`src/rtl/kdc_pkg.sv`:
```
package kdc_pkg;

  // key codes
  localparam logic [7:0] KEY_DIGIT_LO = 8'd48;
  localparam logic [7:0] KEY_DIGIT_HI = 8'd57;
  localparam logic [7:0] KEY_OP_A     = 8'h41;
  localparam logic [7:0] KEY_OP_D     = 8'h44;

  // datapath widths
  localparam int unsigned OPERAND_W  = 30;
  localparam int unsigned RESULT_W   = 32;
  localparam int unsigned OP_W       = 2;
  localparam int unsigned STEP_CNT_W = $clog2(OPERAND_W + 1);
  localparam logic [STEP_CNT_W-1:0] MUL_DIV_STEPS = STEP_CNT_W'(OPERAND_W);
  localparam logic [STEP_CNT_W-1:0] ADD_SUB_STEPS = STEP_CNT_W'(1);

  typedef enum logic [OP_W-1:0] {
    OP_ADD = 2'd0,
    OP_SUB = 2'd1,
    OP_MUL = 2'd2,
    OP_DIV = 2'd3
  } kdc_op_e;

  typedef enum logic [1:0] {
    PH_IDLE   = 2'd0,
    PH_FIRST  = 2'd1,
    PH_SECOND = 2'd2
  } kdc_phase_e;

  typedef enum logic [1:0] {
    ALU_IDLE = 2'd0,
    ALU_RUN  = 2'd1,
    ALU_DONE = 2'd2
  } kdc_alu_state_e;

  // operands handed from the key sequencer to the arithmetic unit
  typedef struct packed {
    kdc_op_e              op;
    logic [OPERAND_W-1:0] a;
    logic [OPERAND_W-1:0] b;
  } kdc_req_t;

  // finished result from the arithmetic unit
  typedef struct packed {
    logic [RESULT_W-1:0] value;
    kdc_op_e             op;
    logic                dz;
  } kdc_res_t;

endpackage

```
`src/rtl/kdc_seq.sv`:
```
module kdc_seq
  import kdc_pkg::*;
#(
  parameter int unsigned DIGITS_PER_OPERAND = 3
) (
  input  logic       clk_i,
  input  logic       rst_ni,
  input  logic       key_valid_i,
  input  logic [7:0] key_i,
  output logic       start_o,
  output kdc_req_t   req_o
);

  localparam logic [3:0] LAST_CNT = 4'(DIGITS_PER_OPERAND - 1);

  kdc_phase_e           phase_q, phase_d;
  kdc_op_e              op_q, op_d;
  logic [OPERAND_W-1:0] first_q, first_d;
  logic [OPERAND_W-1:0] acc_q, acc_d;
  logic [3:0]           cnt_q, cnt_d;

  logic                 is_digit, is_op, last_digit;
  logic [3:0]           digit;
  logic [OPERAND_W+3:0] acc_x10;

  // key decode
  assign is_digit   = key_i inside {[KEY_DIGIT_LO:KEY_DIGIT_HI]};
  assign is_op      = key_i inside {[KEY_OP_A:KEY_OP_D]};
  assign digit      = 4'(key_i - KEY_DIGIT_LO);
  assign last_digit = (cnt_q == LAST_CNT);
  assign acc_x10    = {acc_q, 3'b000} + {2'b00, acc_q, 1'b0} + {30'd0, digit};

  // next phase
  always_comb begin
    phase_d = phase_q;
    case (phase_q)
      PH_FIRST: begin
        if (key_valid_i && is_digit && last_digit) phase_d = PH_SECOND;
      end
      PH_SECOND: begin
        if (key_valid_i && is_digit && last_digit) phase_d = PH_IDLE;
      end
      default: begin
        if (key_valid_i && is_op) phase_d = PH_FIRST;
        else phase_d = PH_IDLE;
      end
    endcase
  end

  // operand gathering and start request
  always_comb begin
    op_d    = op_q;
    first_d = first_q;
    acc_d   = acc_q;
    cnt_d   = cnt_q;
    start_o = 1'b0;
    req_o   = '{op: op_q, a: first_q, b: acc_x10[OPERAND_W-1:0]};
    case (phase_q)
      PH_FIRST, PH_SECOND: begin
        if (key_valid_i && is_digit) begin
          if (last_digit) begin
            cnt_d = '0;
            acc_d = '0;
            if (phase_q == PH_FIRST) first_d = acc_x10[OPERAND_W-1:0];
            else begin
              first_d = '0;
              start_o = 1'b1;
            end
          end else begin
            cnt_d = cnt_q + 4'd1;
            acc_d = acc_x10[OPERAND_W-1:0];
          end
        end
      end
      default: begin
        if (key_valid_i && is_op) begin
          op_d    = kdc_op_e'(2'(key_i - KEY_OP_A));
          first_d = '0;
          acc_d   = '0;
          cnt_d   = '0;
        end
      end
    endcase
  end

  // state registers
  always_ff @(posedge clk_i or negedge rst_ni) begin
    if (!rst_ni) begin
      phase_q <= PH_IDLE;
      op_q    <= OP_ADD;
      first_q <= '0;
      acc_q   <= '0;
      cnt_q   <= '0;
    end else begin
      phase_q <= phase_d;
      op_q    <= op_d;
      first_q <= first_d;
      acc_q   <= acc_d;
      cnt_q   <= cnt_d;
    end
  end

endmodule

```
`src/rtl/kdc_alu.sv`:
```
module kdc_alu
  import kdc_pkg::*;
(
  input  logic     clk_i,
  input  logic     rst_ni,
  input  logic     start_i,
  input  kdc_req_t req_i,
  input  logic     res_ready_i,
  output logic     busy_o,
  output logic     res_valid_o,
  output kdc_res_t res_o
);

  kdc_alu_state_e        state_q, state_d;
  kdc_op_e               op_q;
  logic [RESULT_W-1:0]   acc_q;   // sum, product or remainder
  logic [RESULT_W-1:0]   sh_q;    // shifted multiplicand or dividend / quotient
  logic [OPERAND_W-1:0]  b_q;     // multiplier bits or divisor
  logic [STEP_CNT_W-1:0] cnt_q;
  logic                  dz_q;

  logic                  zero_div;
  logic [RESULT_W-1:0]   add_x, add_y, rem_shift;
  logic                  add_sub;
  logic [RESULT_W:0]     add_sum;

  assign zero_div  = (req_i.op == OP_DIV) && (req_i.b == '0);
  assign rem_shift = {acc_q[RESULT_W-2:0], sh_q[OPERAND_W-1]};

  // shared adder operand select
  always_comb begin
    add_x   = sh_q;
    add_y   = {{(RESULT_W-OPERAND_W){1'b0}}, b_q};
    add_sub = 1'b0;
    case (op_q)
      OP_ADD: begin
        add_sub = 1'b0;
      end
      OP_SUB: begin
        add_sub = 1'b1;
      end
      OP_MUL: begin
        add_x = acc_q;
        add_y = sh_q;
      end
      default: begin
        add_x   = rem_shift;
        add_sub = 1'b1;
      end
    endcase
  end

  assign add_sum = {1'b0, add_x} + {1'b0, add_y ^ {RESULT_W{add_sub}}}
                 + {{RESULT_W{1'b0}}, add_sub};

  // next state
  always_comb begin
    state_d = state_q;
    case (state_q)
      ALU_IDLE: begin
        if (start_i) state_d = zero_div ? ALU_DONE : ALU_RUN;
      end
      ALU_RUN: begin
        if (cnt_q == STEP_CNT_W'(1)) state_d = ALU_DONE;
      end
      ALU_DONE: begin
        if (res_ready_i) state_d = ALU_IDLE;
      end
      default: state_d = ALU_IDLE;
    endcase
  end

  // outputs
  always_comb begin
    busy_o      = (state_q != ALU_IDLE);
    res_valid_o = (state_q == ALU_DONE);
    res_o.op    = op_q;
    res_o.dz    = dz_q;
    if (op_q == OP_DIV) begin
      res_o.value = dz_q ? '0 : {{(RESULT_W-OPERAND_W){1'b0}}, sh_q[OPERAND_W-1:0]};
    end else begin
      res_o.value = acc_q;
    end
  end

  // control registers
  always_ff @(posedge clk_i or negedge rst_ni) begin
    if (!rst_ni) begin
      state_q <= ALU_IDLE;
      cnt_q   <= '0;
    end else begin
      state_q <= state_d;
      if (state_q == ALU_IDLE && start_i) begin
        cnt_q <= (req_i.op == OP_ADD || req_i.op == OP_SUB) ? ADD_SUB_STEPS : MUL_DIV_STEPS;
      end else if (state_q == ALU_RUN) begin
        cnt_q <= cnt_q - STEP_CNT_W'(1);
      end
    end
  end

  // datapath: one adder step per cycle
  always_ff @(posedge clk_i) begin
    if (state_q == ALU_IDLE && start_i) begin
      op_q  <= req_i.op;
      dz_q  <= zero_div;
      acc_q <= '0;
      sh_q  <= {{(RESULT_W-OPERAND_W){1'b0}}, req_i.a};
      b_q   <= req_i.b;
    end else if (state_q == ALU_RUN) begin
      case (op_q)
        OP_ADD, OP_SUB: begin
          acc_q <= add_sum[RESULT_W-1:0];
        end
        OP_MUL: begin
          if (b_q[0]) acc_q <= add_sum[RESULT_W-1:0];
          sh_q <= {sh_q[RESULT_W-2:0], 1'b0};
          b_q  <= {1'b0, b_q[OPERAND_W-1:1]};
        end
        default: begin
          acc_q <= add_sum[RESULT_W] ? add_sum[RESULT_W-1:0] : rem_shift;
          sh_q  <= {sh_q[RESULT_W-2:0], add_sum[RESULT_W]};
        end
      endcase
    end
  end

endmodule

```
`src/rtl/keypad_decimal_calculator.sv`:
```
// channel  dir  signals                      payload
// s_axis   in   tvalid/tready/tdata[7:0]     key_code
// m_axis   out  tvalid/tready/tdata[31:0]    result_value
//               tuser[2:0]                   operation, divide_by_zero
//
// the completing digit starts the shared adder: add and subtract take 1 step,
// multiply (shift-add) and divide (restoring) take 30 steps, one per cycle,
// plus the output register; divide by zero takes none
// s_axis_tready_o is low while the arithmetic unit holds an operation
// reset (rst_ni low, asynchronous) returns to idle and empties the output
// a stalled result stays in the output register; keys are taken until the next operation starts
module keypad_decimal_calculator
  import kdc_pkg::*;
#(
  parameter int unsigned DIGITS_PER_OPERAND = 3
) (
  input  logic        clk_i,
  input  logic        rst_ni,
  input  logic        s_axis_tvalid_i,
  output logic        s_axis_tready_o,
  input  logic [7:0]  s_axis_tdata_i,   // [7:0] key_code
  output logic        m_axis_tvalid_o,
  input  logic        m_axis_tready_i,
  output logic [31:0] m_axis_tdata_o,   // [31:0] result_value
  output logic [2:0]  m_axis_tuser_o    // [1:0] operation, [2] divide_by_zero
);

  logic     key_valid, start, alu_busy, res_valid, res_load;
  kdc_req_t req;
  kdc_res_t res;
  logic     out_valid_q, out_valid_d;
  kdc_res_t out_q;

  assign s_axis_tready_o = !alu_busy;
  assign key_valid       = s_axis_tvalid_i && s_axis_tready_o;

  kdc_seq #(
    .DIGITS_PER_OPERAND(DIGITS_PER_OPERAND)
  ) u_seq (
    .clk_i      (clk_i),
    .rst_ni     (rst_ni),
    .key_valid_i(key_valid),
    .key_i      (s_axis_tdata_i),
    .start_o    (start),
    .req_o      (req)
  );

  kdc_alu u_alu (
    .clk_i      (clk_i),
    .rst_ni     (rst_ni),
    .start_i    (start),
    .req_i      (req),
    .res_ready_i(res_load),
    .busy_o     (alu_busy),
    .res_valid_o(res_valid),
    .res_o      (res)
  );

  // output register
  assign res_load = res_valid && (!out_valid_q || m_axis_tready_i);

  always_comb begin
    out_valid_d = out_valid_q;
    if (res_load) out_valid_d = 1'b1;
    else if (m_axis_tready_i) out_valid_d = 1'b0;
  end

  always_ff @(posedge clk_i or negedge rst_ni) begin
    if (!rst_ni) out_valid_q <= 1'b0;
    else out_valid_q <= out_valid_d;
  end

  always_ff @(posedge clk_i) begin
    if (res_load) out_q <= res;
  end

  assign m_axis_tvalid_o = out_valid_q;
  assign m_axis_tdata_o  = out_q.value;
  assign m_axis_tuser_o  = {out_q.dz, out_q.op};

endmodule

```
`config.mk`:
```
export PLATFORM = sky130hd
export DESIGN_NAME = keypad_decimal_calculator
export DESIGN_NICKNAME = d
export VERILOG_FILES = /design/src/rtl/kdc_pkg.sv /design/src/rtl/kdc_seq.sv /design/src/rtl/kdc_alu.sv /design/src/rtl/keypad_decimal_calculator.sv
export SDC_FILE = /design/constraint.sdc
export NUM_CORES = 1
export LEC_CHECK = 0
export BUFFER_PORTS_ARGS = -buffer_cell sky130_fd_sc_hd__buf_2
export CAP_MARGIN = 25
export CORE_ASPECT_RATIO = 1.4
export CORE_MARGIN = 4
export CORE_UTILIZATION = 55
export CTS_CLUSTER_DIAMETER = 200
export CTS_CLUSTER_SIZE = 20
export DETAILED_ROUTE_END_ITERATION = 7
export PLACE_DENSITY = 0.8
export REMOVE_ABC_BUFFERS = 1
export SYNTH_ARGS = -nofsm -noshare
export SYNTH_HDL_FRONTEND = slang
export SYNTH_SLANG_ARGS = --single-unit
```
`constraint.sdc`:
```
create_clock -name clk_i -period 3.71 [get_ports clk_i]
set_input_delay 0.742 -clock clk_i [delete_from_list [all_inputs] [get_ports clk_i]]
set_output_delay 0.742 -clock clk_i [all_outputs]
set_load 0.01 [all_outputs]
```
# Word level (Yosys, flattened, before mapping)

Index checks and enable logic that the tools add are counted.

Register bits after elaboration: 207
Input port bits: 12
Output and inout port bits: 37
Word-level logic and storage cells: 130

$add $sub $neg: 8
Magnitude comparators: 4
Equality and inequality tests: 20
Muxes and demuxes: 44
Bitwise logic cells: 3
Reduce and logical (&&, ||, !) cells: 34

Operators with widths:

| operator                                                                            | number |
|---|---|
| 30-bit 2-to-1 mux                                                                   | 11 |
| 32-bit case mux with 2 select lines                                                 | 3 |
| 32-bit 2-to-1 mux                                                                   | 4 |
| 29-bit 2-to-1 mux                                                                   | 3 |
| 32-bit by 32-bit adder with 33-bit output                                           | 1 |
| 33-bit by 1-bit adder with 33-bit output                                            | 1 |
| 32-bit bitwise XOR                                                                  | 1 |
| 30-bit adder                                                                        | 1 |
| 30-bit by 4-bit adder with 30-bit output                                            | 1 |
| 30-bit zero test                                                                    | 1 |
| 2-bit by 1-bit inequality test with 1-bit output, second input constant             | 9 |
| 4-bit 2-to-1 mux                                                                    | 4 |
| 5-bit 2-to-1 mux                                                                    | 3 |
| 2-bit AND reduction                                                                 | 7 |
| 2-bit 2-to-1 mux                                                                    | 6 |
| 2-bit equality test, second input constant                                          | 5 |
| 2-bit nonzero test                                                                  | 5 |
| 1-bit logical AND                                                                   | 9 |
| 2-bit by 1-bit equality test with 1-bit output, second input constant               | 4 |
| 8-bit by 6-bit greater-or-equal comparator with 1-bit output, second input constant | 1 |
| 8-bit by 7-bit greater-or-equal comparator with 1-bit output, second input constant | 1 |
| 8-bit by 6-bit <= comparator with 1-bit output, second input constant               | 1 |
| 8-bit by 7-bit <= comparator with 1-bit output, second input constant               | 1 |
| 1-bit 2-to-1 mux                                                                    | 8 |
| 14 further kinds                                                                    | 22 |

# Depth between registers and ports, before layout

Gate-level depths: netlist of the first run.

Depth in word-level cells: 9
Mapped depth: 18
Mapped depth without buffers: 13

# Modules after synthesis

From an unflattened synthesis of the first run, not the netlist that was laid out.

Cells, all modules: 1598
Area, all modules: 14112.3 µm²

Modules (own cells, without submodules):

| module                    | times used | cells an instance | area an instance (µm²) | seq. area each (µm²) |
|---|---|---|---|---|
| kdc_alu                   | 1          | 1062              | 8156.6                 | 2747.6 |
| kdc_seq                   | 1          | 495               | 4850.9                 | 1676.6 |
| keypad_decimal_calculator | 1          | 41                | 1104.8                 | 1076.0 |

# Worst setup path after synthesis of the first run

No wires, ideal clock.

Path kind: reg2reg
Start point: reg u_alu.op_q[0]
End point: reg u_alu.acc_q[31]
Setup time: 0.137 ns
Data arrival time: 3.709 ns
Slack: -0.137 ns
Cell stages (with the launch flop): 18
Clock period less this slack: 3.847 ns
Path through: edfxtp_1 clkbuf_1 clkbuf_1 clkbuf_1 a21oi_1 ha_1 clkbuf_1 a21o_1 or3b_1 o22ai_1 o21ai_0 a21oi_2 a21oi_2 or2_1 buf_4 buf_4 o211ai_1 a21oi_1

Longest elaborated chain between the ends: 8

RTL lines:

| what                                                   | line                           | text |
|---|---|---|
| start, declared                                        | kdc_alu.sv:15                  | `kdc_op_e op_q;` |
| start signal, assigned                                 | kdc_alu.sv:104                 | `op_q <= req_i.op;` |
| 2-bit equality test or 2-bit zero test (tied branches) | kdc_alu.sv:35, kdc_alu.sv:110  |  |
| 2-bit OR reduction (no line)                           | n/a                            |  |
| 1-bit 2-to-1 mux                                       | kdc_alu.sv:35                  | `case (op_q)` |
| 32-bit bitwise XOR                                     | kdc_alu.sv:53                  | `assign add_sum = {1'b0, add_x} + {1'b0, add_y ^ {RESULT_W{add_sub}}}` |
| 32-bit by 32-bit adder with 33-bit output              | kdc_alu.sv:53                  |  |
| 33-bit by 1-bit adder with 33-bit output               | kdc_alu.sv:54                  | `+ {{RESULT_W{1'b0}}, add_sub};` |
| 32-bit 2-to-1 mux, on equally long branches            | kdc_alu.sv:120, kdc_alu.sv:115 |  |
| 32-bit case mux with 2 select lines                    | kdc_alu.sv:110                 | `case (op_q)` |
| end signal, assigned                                   | kdc_alu.sv:112                 | `acc_q <= add_sum[RESULT_W-1:0];` |
| end signal, assigned                                   | kdc_alu.sv:115                 | `if (b_q[0]) acc_q <= add_sum[RESULT_W-1:0];` |
| end signal, assigned                                   | kdc_alu.sv:120                 | `acc_q <= add_sum[RESULT_W] ? add_sum[RESULT_W-1:0] : rem_shift;` |
| end, declared                                          | kdc_alu.sv:16                  | `logic [RESULT_W-1:0] acc_q;` |

Several ways; a longest one is shown, not always the timed one. The select of a mux whose other input is x is not followed.
A chain may end at the register's enable or synchronous reset.

# Worst setup path in the final report of the first run

Start point: reg u_alu.op_q[1]
End point: reg u_alu.acc_q[21]

The elaborated chain is that of the path after synthesis.

==> results.txt, run 1 <==
status: complete, no violations
layout overhead on the synthesized area: 14.0%
post-DP HPWL: 26.2 mm
ANT cells: 0
htree depth: 1
final hold vios: 0
Vias: 11800
CTS Buf Count: 14
CTS tree: done
global-route wire length before repair: 56.2 mm
critical path class: reg -> reg
Ports: 49
largest net degree at the start of global routing: 76
row cnt: 68
initial antenna violation count: 0
vias in the first global route: 11400
Final Non-Filler Cells: 1978
Initial Utilization: 55.7%
routed vias/inst: 5.97
DIE AREA: 27500 um2
Final Critical Period: 3580 ps
Final Wtd Congestion: 0.960
global-route total usage across every layer: 24.5%
number of synthesized register bits: 207
CP Data Required Time: 4110 ps
clock buffer depth: 3
hold crit path type: in -> async
CTS Root Buffer Type: clkbuf_16
Max-Cap Viols: 0
synth warn: 0
Max Fclk: 279 MHz
clock latency on the worst-skew pair: 480 ps
DRT iter0 DRCs: 834
cells after synthesis: 1569
Die Span Y: 195 um
Async SR Flop Fraction: 36.2%
FILL cells: 2008
synthesized cell area: 13700 um2
r2r worst-path depth: 15
VDD IR max: 0.440 mV
worst hold margin: 81.0 ps
Buffers on Ports: 48
# DRC: 0
top_reg_cell synth: edfxtp_1
max-slew violations: 0
# hold bufs at CTS: 0
clk sink count: 207
drt first pass iters: 5
gr ovfl total: 0
Inst Count DP: 1940
Die W: 141 um
Final #Nets: 1765
post-route ant nets: 0
syn avg cell area: 8.73 um2
Seq/Total Area, Yosys: 40.1%
crit path DAT: 3980 ps
Pleak: 6.88 nW
power density over the cells: 254 nW/um2
CP startpoint: u_alu.op_q[1]
setup violators final: 0
core footprint: 24600 um2
clk slew on worst S/H paths: 80 ps
Yosys cell types: 77
CP startpoint kind: flop
Clock Skew: 16.9 ps
reg-to-reg startpoint: u_alu.op_q[1]
Worst Path Max Fanout: 24
endpoint class of the critical path: flop
share of layout cells above drive strength 1: 14.3%
Post-Route WL: 35.3 mm
Post-synth EDFFs: 98
Avg WL per Cell: 17.8 um
Final Cycle Share: 96.5%
Slew headroom: 51.1%
Tightest Pin Transition: 723 ps
## power breakdown
| group | switching [mW] | internal (mW) |
|---|---|---|
| clock network | 0.761 | 0.761 |
| registers | 0.00590 | 2.39 |
| logic | 0.0371 | 0.0205 |
| total | 0.804 | 3.17 |
## cell type report
type | count | area (um2) | share of cell area [%]
Clock buffer | 23 | 405 | 2.59
Clock inverter | 1 | 16.3 | 0.104
Inverter | 18 | 67.6 | 0.432
Multi-Input combinational cell | 1248 | 7960 | 50.9
Sequential cell | 207 | 5500 | 35.2
Tap cell | 315 | 394 | 2.52
Timing Repair Buffer | 166 | 1280 | 8.22
## cells by family after synthesis
group | synth area share, %
simple gates | 19.0
xor+xnor | 3.45
buf+inv | 3.27
flops | 40.1
fa+ha+maj | 9.12
compound gates | 22.0
mux | 3.01
## cell usage in the layout (no fill, tap or decap), types with 6 or more instances in the layout
master	Yosys	final
nand2_1	323	321
o21ai_0	143	136
a21oi_1	129	123
buf_4	2	106
edfxtp_1	98	98
ha_1	95	91
nor2_1	78	76
dfrtp_1	75	75
buf_2	10	47
nand2b_1	43	43
mux2i_1	39	39
nor2b_1	38	37
dfxtp_1	34	34
a211oi_1	36	31
a21o_1	31	31
a31oi_1	31	31
xnor2_1	30	30
a22o_1	30	30
xor2_1	24	24
nand3_1	19	19
inv_1	18	17
clkbuf_16	0	16
nand4_1	15	15
nor3_1	13	12
a21oi_2	4	8
o31ai_1	8	8
o21bai_1	9	8
clkbuf_1	80	8
a211oi_2	2	7
o211ai_1	7	7
o21a_1	7	7
or3_1	7	7
buf_12	0	7
a211o_1	6	6
o21ai_1	1	6
and2_1	6	6
## critical path, stage by stage (launching register included)
cell and delay [ps]:
edfxtp_1 490, buf_4 200, clkbuf_16 170, a211oi_1 210, a21oi_1 90, ha_1 340, nand3_1 140, or2_1 280
o221a_4 320, o21ai_4 200, a21oi_2 110, a21oi_4 220, nor2_1 120, buf_12 180, a211o_1 240, a31oi_1 160
## Yosys cell counts, drive strengths merged (9+ instances only)
| library cell | n | share of area, % |
|---|---|---|
| dfrtp | 75 | 14 |
| clkbuf | 80 | 2.2 |
| o21bai | 9 | 0.49 |
| xor2 | 24 | 1.5 |
| nor2 | 78 | 2.1 |
| nand4 | 15 | 0.68 |
| dfxtp | 34 | 5.0 |
| nand2 | 323 | 8.9 |
| a22o | 30 | 1.9 |
| buf | 16 | 0.58 |
| nand3 | 19 | 0.69 |
| nand2b | 43 | 2.0 |
| a21o | 31 | 1.7 |
| inv | 18 | 0.49 |
| mux2i | 39 | 2.8 |
| ha | 95 | 8.7 |
| o21ai | 147 | 5.5 |
| edfxtp | 98 | 21 |
| a21oi | 133 | 5.0 |
| nor3 | 13 | 0.47 |
| a31oi | 31 | 1.4 |
| xnor2 | 30 | 1.9 |
| a211oi | 38 | 2.2 |
| nor2b | 38 | 1.7 |
## worst paths after layout
kind	slack [ps]	end
worst max-delay path	130	u_alu.acc_q[21]
worst min-delay path	80	u_seq.acc_q[0]
worst max register to register	130	u_alu.acc_q[21]
worst min register to register	480	u_alu.sh_q[31]
max in group asynchronous	3060	m_axis_tvalid_o
min in group clk_i	480	u_alu.sh_q[31]
## registers in the layout, summed over array words and instances, names as in the netlist, 3 cells and up
register and count:
m_axis_tdata_o 32, m_axis_tuser_o 3, u_alu.acc_q 32, u_alu.b_q 30, u_alu.cnt_q 5, u_alu.sh_q 32, u_seq.acc_q 29, u_seq.cnt_q 4
u_seq.first_q 30
## stage by stage
| step | cell area, um2 | utilization (%) | worst slack (ps) | power [mW] | setup TNS (ps) |
|---|---|---|---|---|---|
| 2_1_floorplan | 13300 | - | -1890 | 2.46 | -236660 |
| 6_report | 15600 | 63.5 | 130 | 3.97 | 0 |
| 3_5_place_dp | 14800 | 60.4 | -486 | 2.50 | -4240 |
| 5_1_grt | 15600 | 63.5 | -26.4 | 4.09 | -133 |
| 4_1_cts | 15300 | 62.2 | 6.82 | 4.00 | 0 |
| 3_3_place_gp | 14800 | 60.4 | -389 | 2.49 | -2640 |
## per-layer routing
metal  share of wire, %  track usage (%)  vias up
met5                  0                0        -
met4                4.5             11.1        0
met3                3.9             1.94       86
met2                 50             42.9      325
met1                 41             30.7     5568
li1                   -                -     5832
## what timing repair did
item	4_1_cts	5_1_grt
buffers inserted	1	9
endpoints found under the setup margin	4	38
gates cloned	0	1
resized for setup	3	39
pin swaps	0	12
Note: power is estimated with default switching activity, not from simulation.
==> run 2: changes to the inputs <==
--- a/config.mk
+++ b/config.mk
@@ -5,6 +5,7 @@
 export SDC_FILE = /design/constraint.sdc
 export NUM_CORES = 1
 export LEC_CHECK = 0
+export ABC_AREA = 1
 export BUFFER_PORTS_ARGS = -buffer_cell sky130_fd_sc_hd__buf_2
 export CAP_MARGIN = 25
 export CORE_ASPECT_RATIO = 1.4
==> results.txt, run 2 <==
top cells by area, synth: edfxtp_1 (21%), dfrtp_1 (13%), nand2_1 (12%)
clk sink count: 207 (unchanged)
Clock Skew: 41.7 ps (+24.8 ps)
synth warn: 0 (unchanged)
syn avg cell area: 7.42 um2 (-15%)
P_int: 3.36 mW (+6.1%)
critical path class: reg -> reg
Initial Utilization: 56.0% (+0.24 points)
Max Fclk: 289 MHz (+3.4%)
Final #Nets: 2061 (+17%)
Async SR Flop Fraction: 36.2% (unchanged)
post-route ant nets: 0 (unchanged)
Post-synth EDFFs: 98 (unchanged)
power density over the cells: 290 nW/um2 (+14%)
vias in the first global route: 13000 (+14%)
CP Data Required Time: 4080 ps (-30 ps)
Clock power frac: 35.3% (-3.0 points)
CTS Root Buffer Type: clkbuf_16
FILL cells: 2350 (+17%)
post-DP HPWL: 32.7 mm (+25%)
max-slew violations: 0 (unchanged)
top_reg_cell synth: edfxtp_1
# hold bufs at CTS: 0 (unchanged)
top-count cell post-synth: nand2_1
clock buffer depth: 3 (unchanged)
busiest grt layer: met2
most common cell after layout, fill and taps aside: nand2_1
switching pwr: 1.09 mW (+35%)
endpoint class of the critical path: flop
Final Wtd Congestion: 1.02 (+5.9%)
core footprint: 25400 um2 (+3.2%)
drt first pass iters: 6 (+1)
Die W: 144 um (+1.7%)
most frequent cells in the layout: nand2_1 (465), inv_1 (270), a21oi_1 (151)
Synth area leader: edfxtp_1
# DRC: 0 (unchanged)
Yosys cell types: 50 (-35%)
Die Span Y: 198 um (+1.7%)
DRT iter0 DRCs: 1281 (+54%)
share of layout cells above drive strength 1: 6.64% (-7.6 points)
synthesized cell area: 14200 um2 (+3.7%)
setup slack after layout: 248 ps (+118 ps)
met2 Use GR: 53.4% (+11 points)
number of synthesized register bits: 207 (unchanged)
Placement Setup Slack: 69.0 ps (+555 ps)
Worst Path Max Fanout: 36 (+50%)
footprint of the multi-input gates: 7380 um2 (-7.2%)
Sw Ratio: 24.5% (+4.2 points)
global-route wire length before repair: 67.8 mm (+21%)
global-route total usage across every layer: 29.8% (+5.3 points)
Ports: 49 (unchanged)
Inst Count DP: 2252 (+16%)
Final Power: 4.45 mW (+12%)
Buffers on Ports: 48 (unchanged)
crit path DAT: 3830 ps (-150 ps)
synth cell count leaders: nand2_1 (465), inv_1 (270), a21oi_1 (152)
Seq/Total Area, Yosys: 38.7% (-1.4 points)
Vias: 13400 (+13%)
GRT met3 Usage: 2.01% (+0.061 points)
setup bufs post-CTS: 0 (-1)
Reg area: 5500 um2 (unchanged)
Avg WL per Cell: 18.6 um (+4.0%)
initial antenna violation count: 0 (unchanged)
Final Critical Period: 3460 ps (-118 ps)
CP startpoint kind: flop
hold crit path type: in -> async
final hold vios: 0 (unchanged)
Pleak: 7.52 nW (+9.3%)
grt met1 use: 37.9% (+7.2 points)
setup violators final: 0 (unchanged)
status: complete, no violations
Final Non-Filler Cells: 2277 (+15%)
largest net degree at the start of global routing: 83 (+9.2%)
CTS Buf Count: 14 (unchanged)
layout overhead on the synthesized area: 8.18%
gr ovfl total: 0 (unchanged)
worst hold margin: 247 ps (+166 ps)
Max-Cap Viols: 0 (unchanged)
RSZ-0062 raised after global routing: no
DIE AREA: 28500 um2 (+3.5%)
Core Util, Final: 60.5% (-3.0 points)
cells after synthesis: 1913 (+22%)
Tightest Pin Transition: 874 ps (+151 ps)
Final Cycle Share: 93.3% (-3.2 points)
Sequential Power Share: 56.7% (-3.5 points)
clock latency on the worst-skew pair: 500 ps (+20 ps)
Post-Route WL: 42.2 mm (+20%)
routed vias/inst: 5.88 (-1.5%)
top cell type's share of synthesized area: 20.7% (-0.76 points)
Comb pwr share: 8.0% (+6.6 points)
htree depth: 1 (unchanged)
VDD IR max: 0.267 mV (-39%)
ANT cells: 0 (unchanged)
CTS tree: done
r2r worst-path depth: 18 (+3)
Slew headroom: 41.4% (-9.7 points)
post-cts sizing count: 0 (-3)
clk slew on worst S/H paths: 100 ps (+20 ps)
row cnt: 69 (+1.5%)
[run 2: through the flow]
step / setup TNS (ps) / area, um2
2_1_floorplan: -184200 / 13900
3_3_place_gp: 0 / 14900
3_5_place_dp: 0 / 14900
4_1_cts: 0 / 15300
5_1_grt: 0 / 15400
6_report: 0 / 15400
[run 2: power groups by stage]
stage          Sequential (mW)  Clock [mW]  Combinational (mW)
5_1_grt                   2.53        1.69               0.403
2_1_floorplan             2.56           0               0.237
6_report                  2.52        1.57               0.356
3_5_place_dp              2.57           0               0.352
3_3_place_gp              2.57           0               0.334
4_1_cts                   2.52        1.60               0.355
[run 2: path summary, 6_finish.rpt]
path,slack (ps),endpoint,from
max in group asynchronous,2730,u_seq.acc_q[25],rst_ni
min in group clk_i,480,m_axis_tvalid_o,m_axis_tready_i
hold / removal,250,u_seq.first_q[12],rst_ni
setup reg to reg,250,u_alu.acc_q[30],u_alu.op_q[1]
hold reg to reg,480,u_alu.acc_q[25],u_alu.acc_q[25]
setup / recovery,250,u_alu.acc_q[30],u_alu.op_q[1]
[run 2: kinds of logic (layout without fill, tap and decap cells)]
kind of cell | after synthesis | after routing | synth area share [%]
flops | 207 | 207 | 38.7
buf+inv | 344 | 389 | 9.42
xor+xnor | 21 | 21 | 1.35
fa+ha+maj | 98 | 98 | 8.79
simple gates | 765 | 765 | 22.7
compound gates | 478 | 478 | 19.0
[run 2: final cells by class]
class,count,share of cell area (%)
Multi-Input combinational cell,1362,48.0
Tap cell,319,2.60
Inverter,276,6.74
Timing Repair Buffer,90,4.11
Sequential cell,207,35.8
Clock inverter,1,0.106
Clock buffer,22,2.61
[run 2: metal layers]
metal  part of all wire, %  vias to the layer above  wire length [um]
li1                      -                     6546                 -
met1                    41                     6319             17200
met2                    52                      458             21800
met3                   4.5                       72              1920
met4                   3.2                        0              1340
met5                     0                        -                 0
[run 2: worst max-delay path, cell delays in order (launching register included)]
cell	delay, ps
edfxtp_1	440
buf_4	380
buf_4	220
nand2_1	70
a22o_1	200
inv_1	60
ha_1	260
inv_1	80
o21ai_0	160
o21bai_1	240
a21oi_1	270
o21ai_0	250
buf_4	210
nand3_1	90
nand2_1	60
nand2_1	50
nand3_1	80
o211ai_1	120
a21oi_1	100
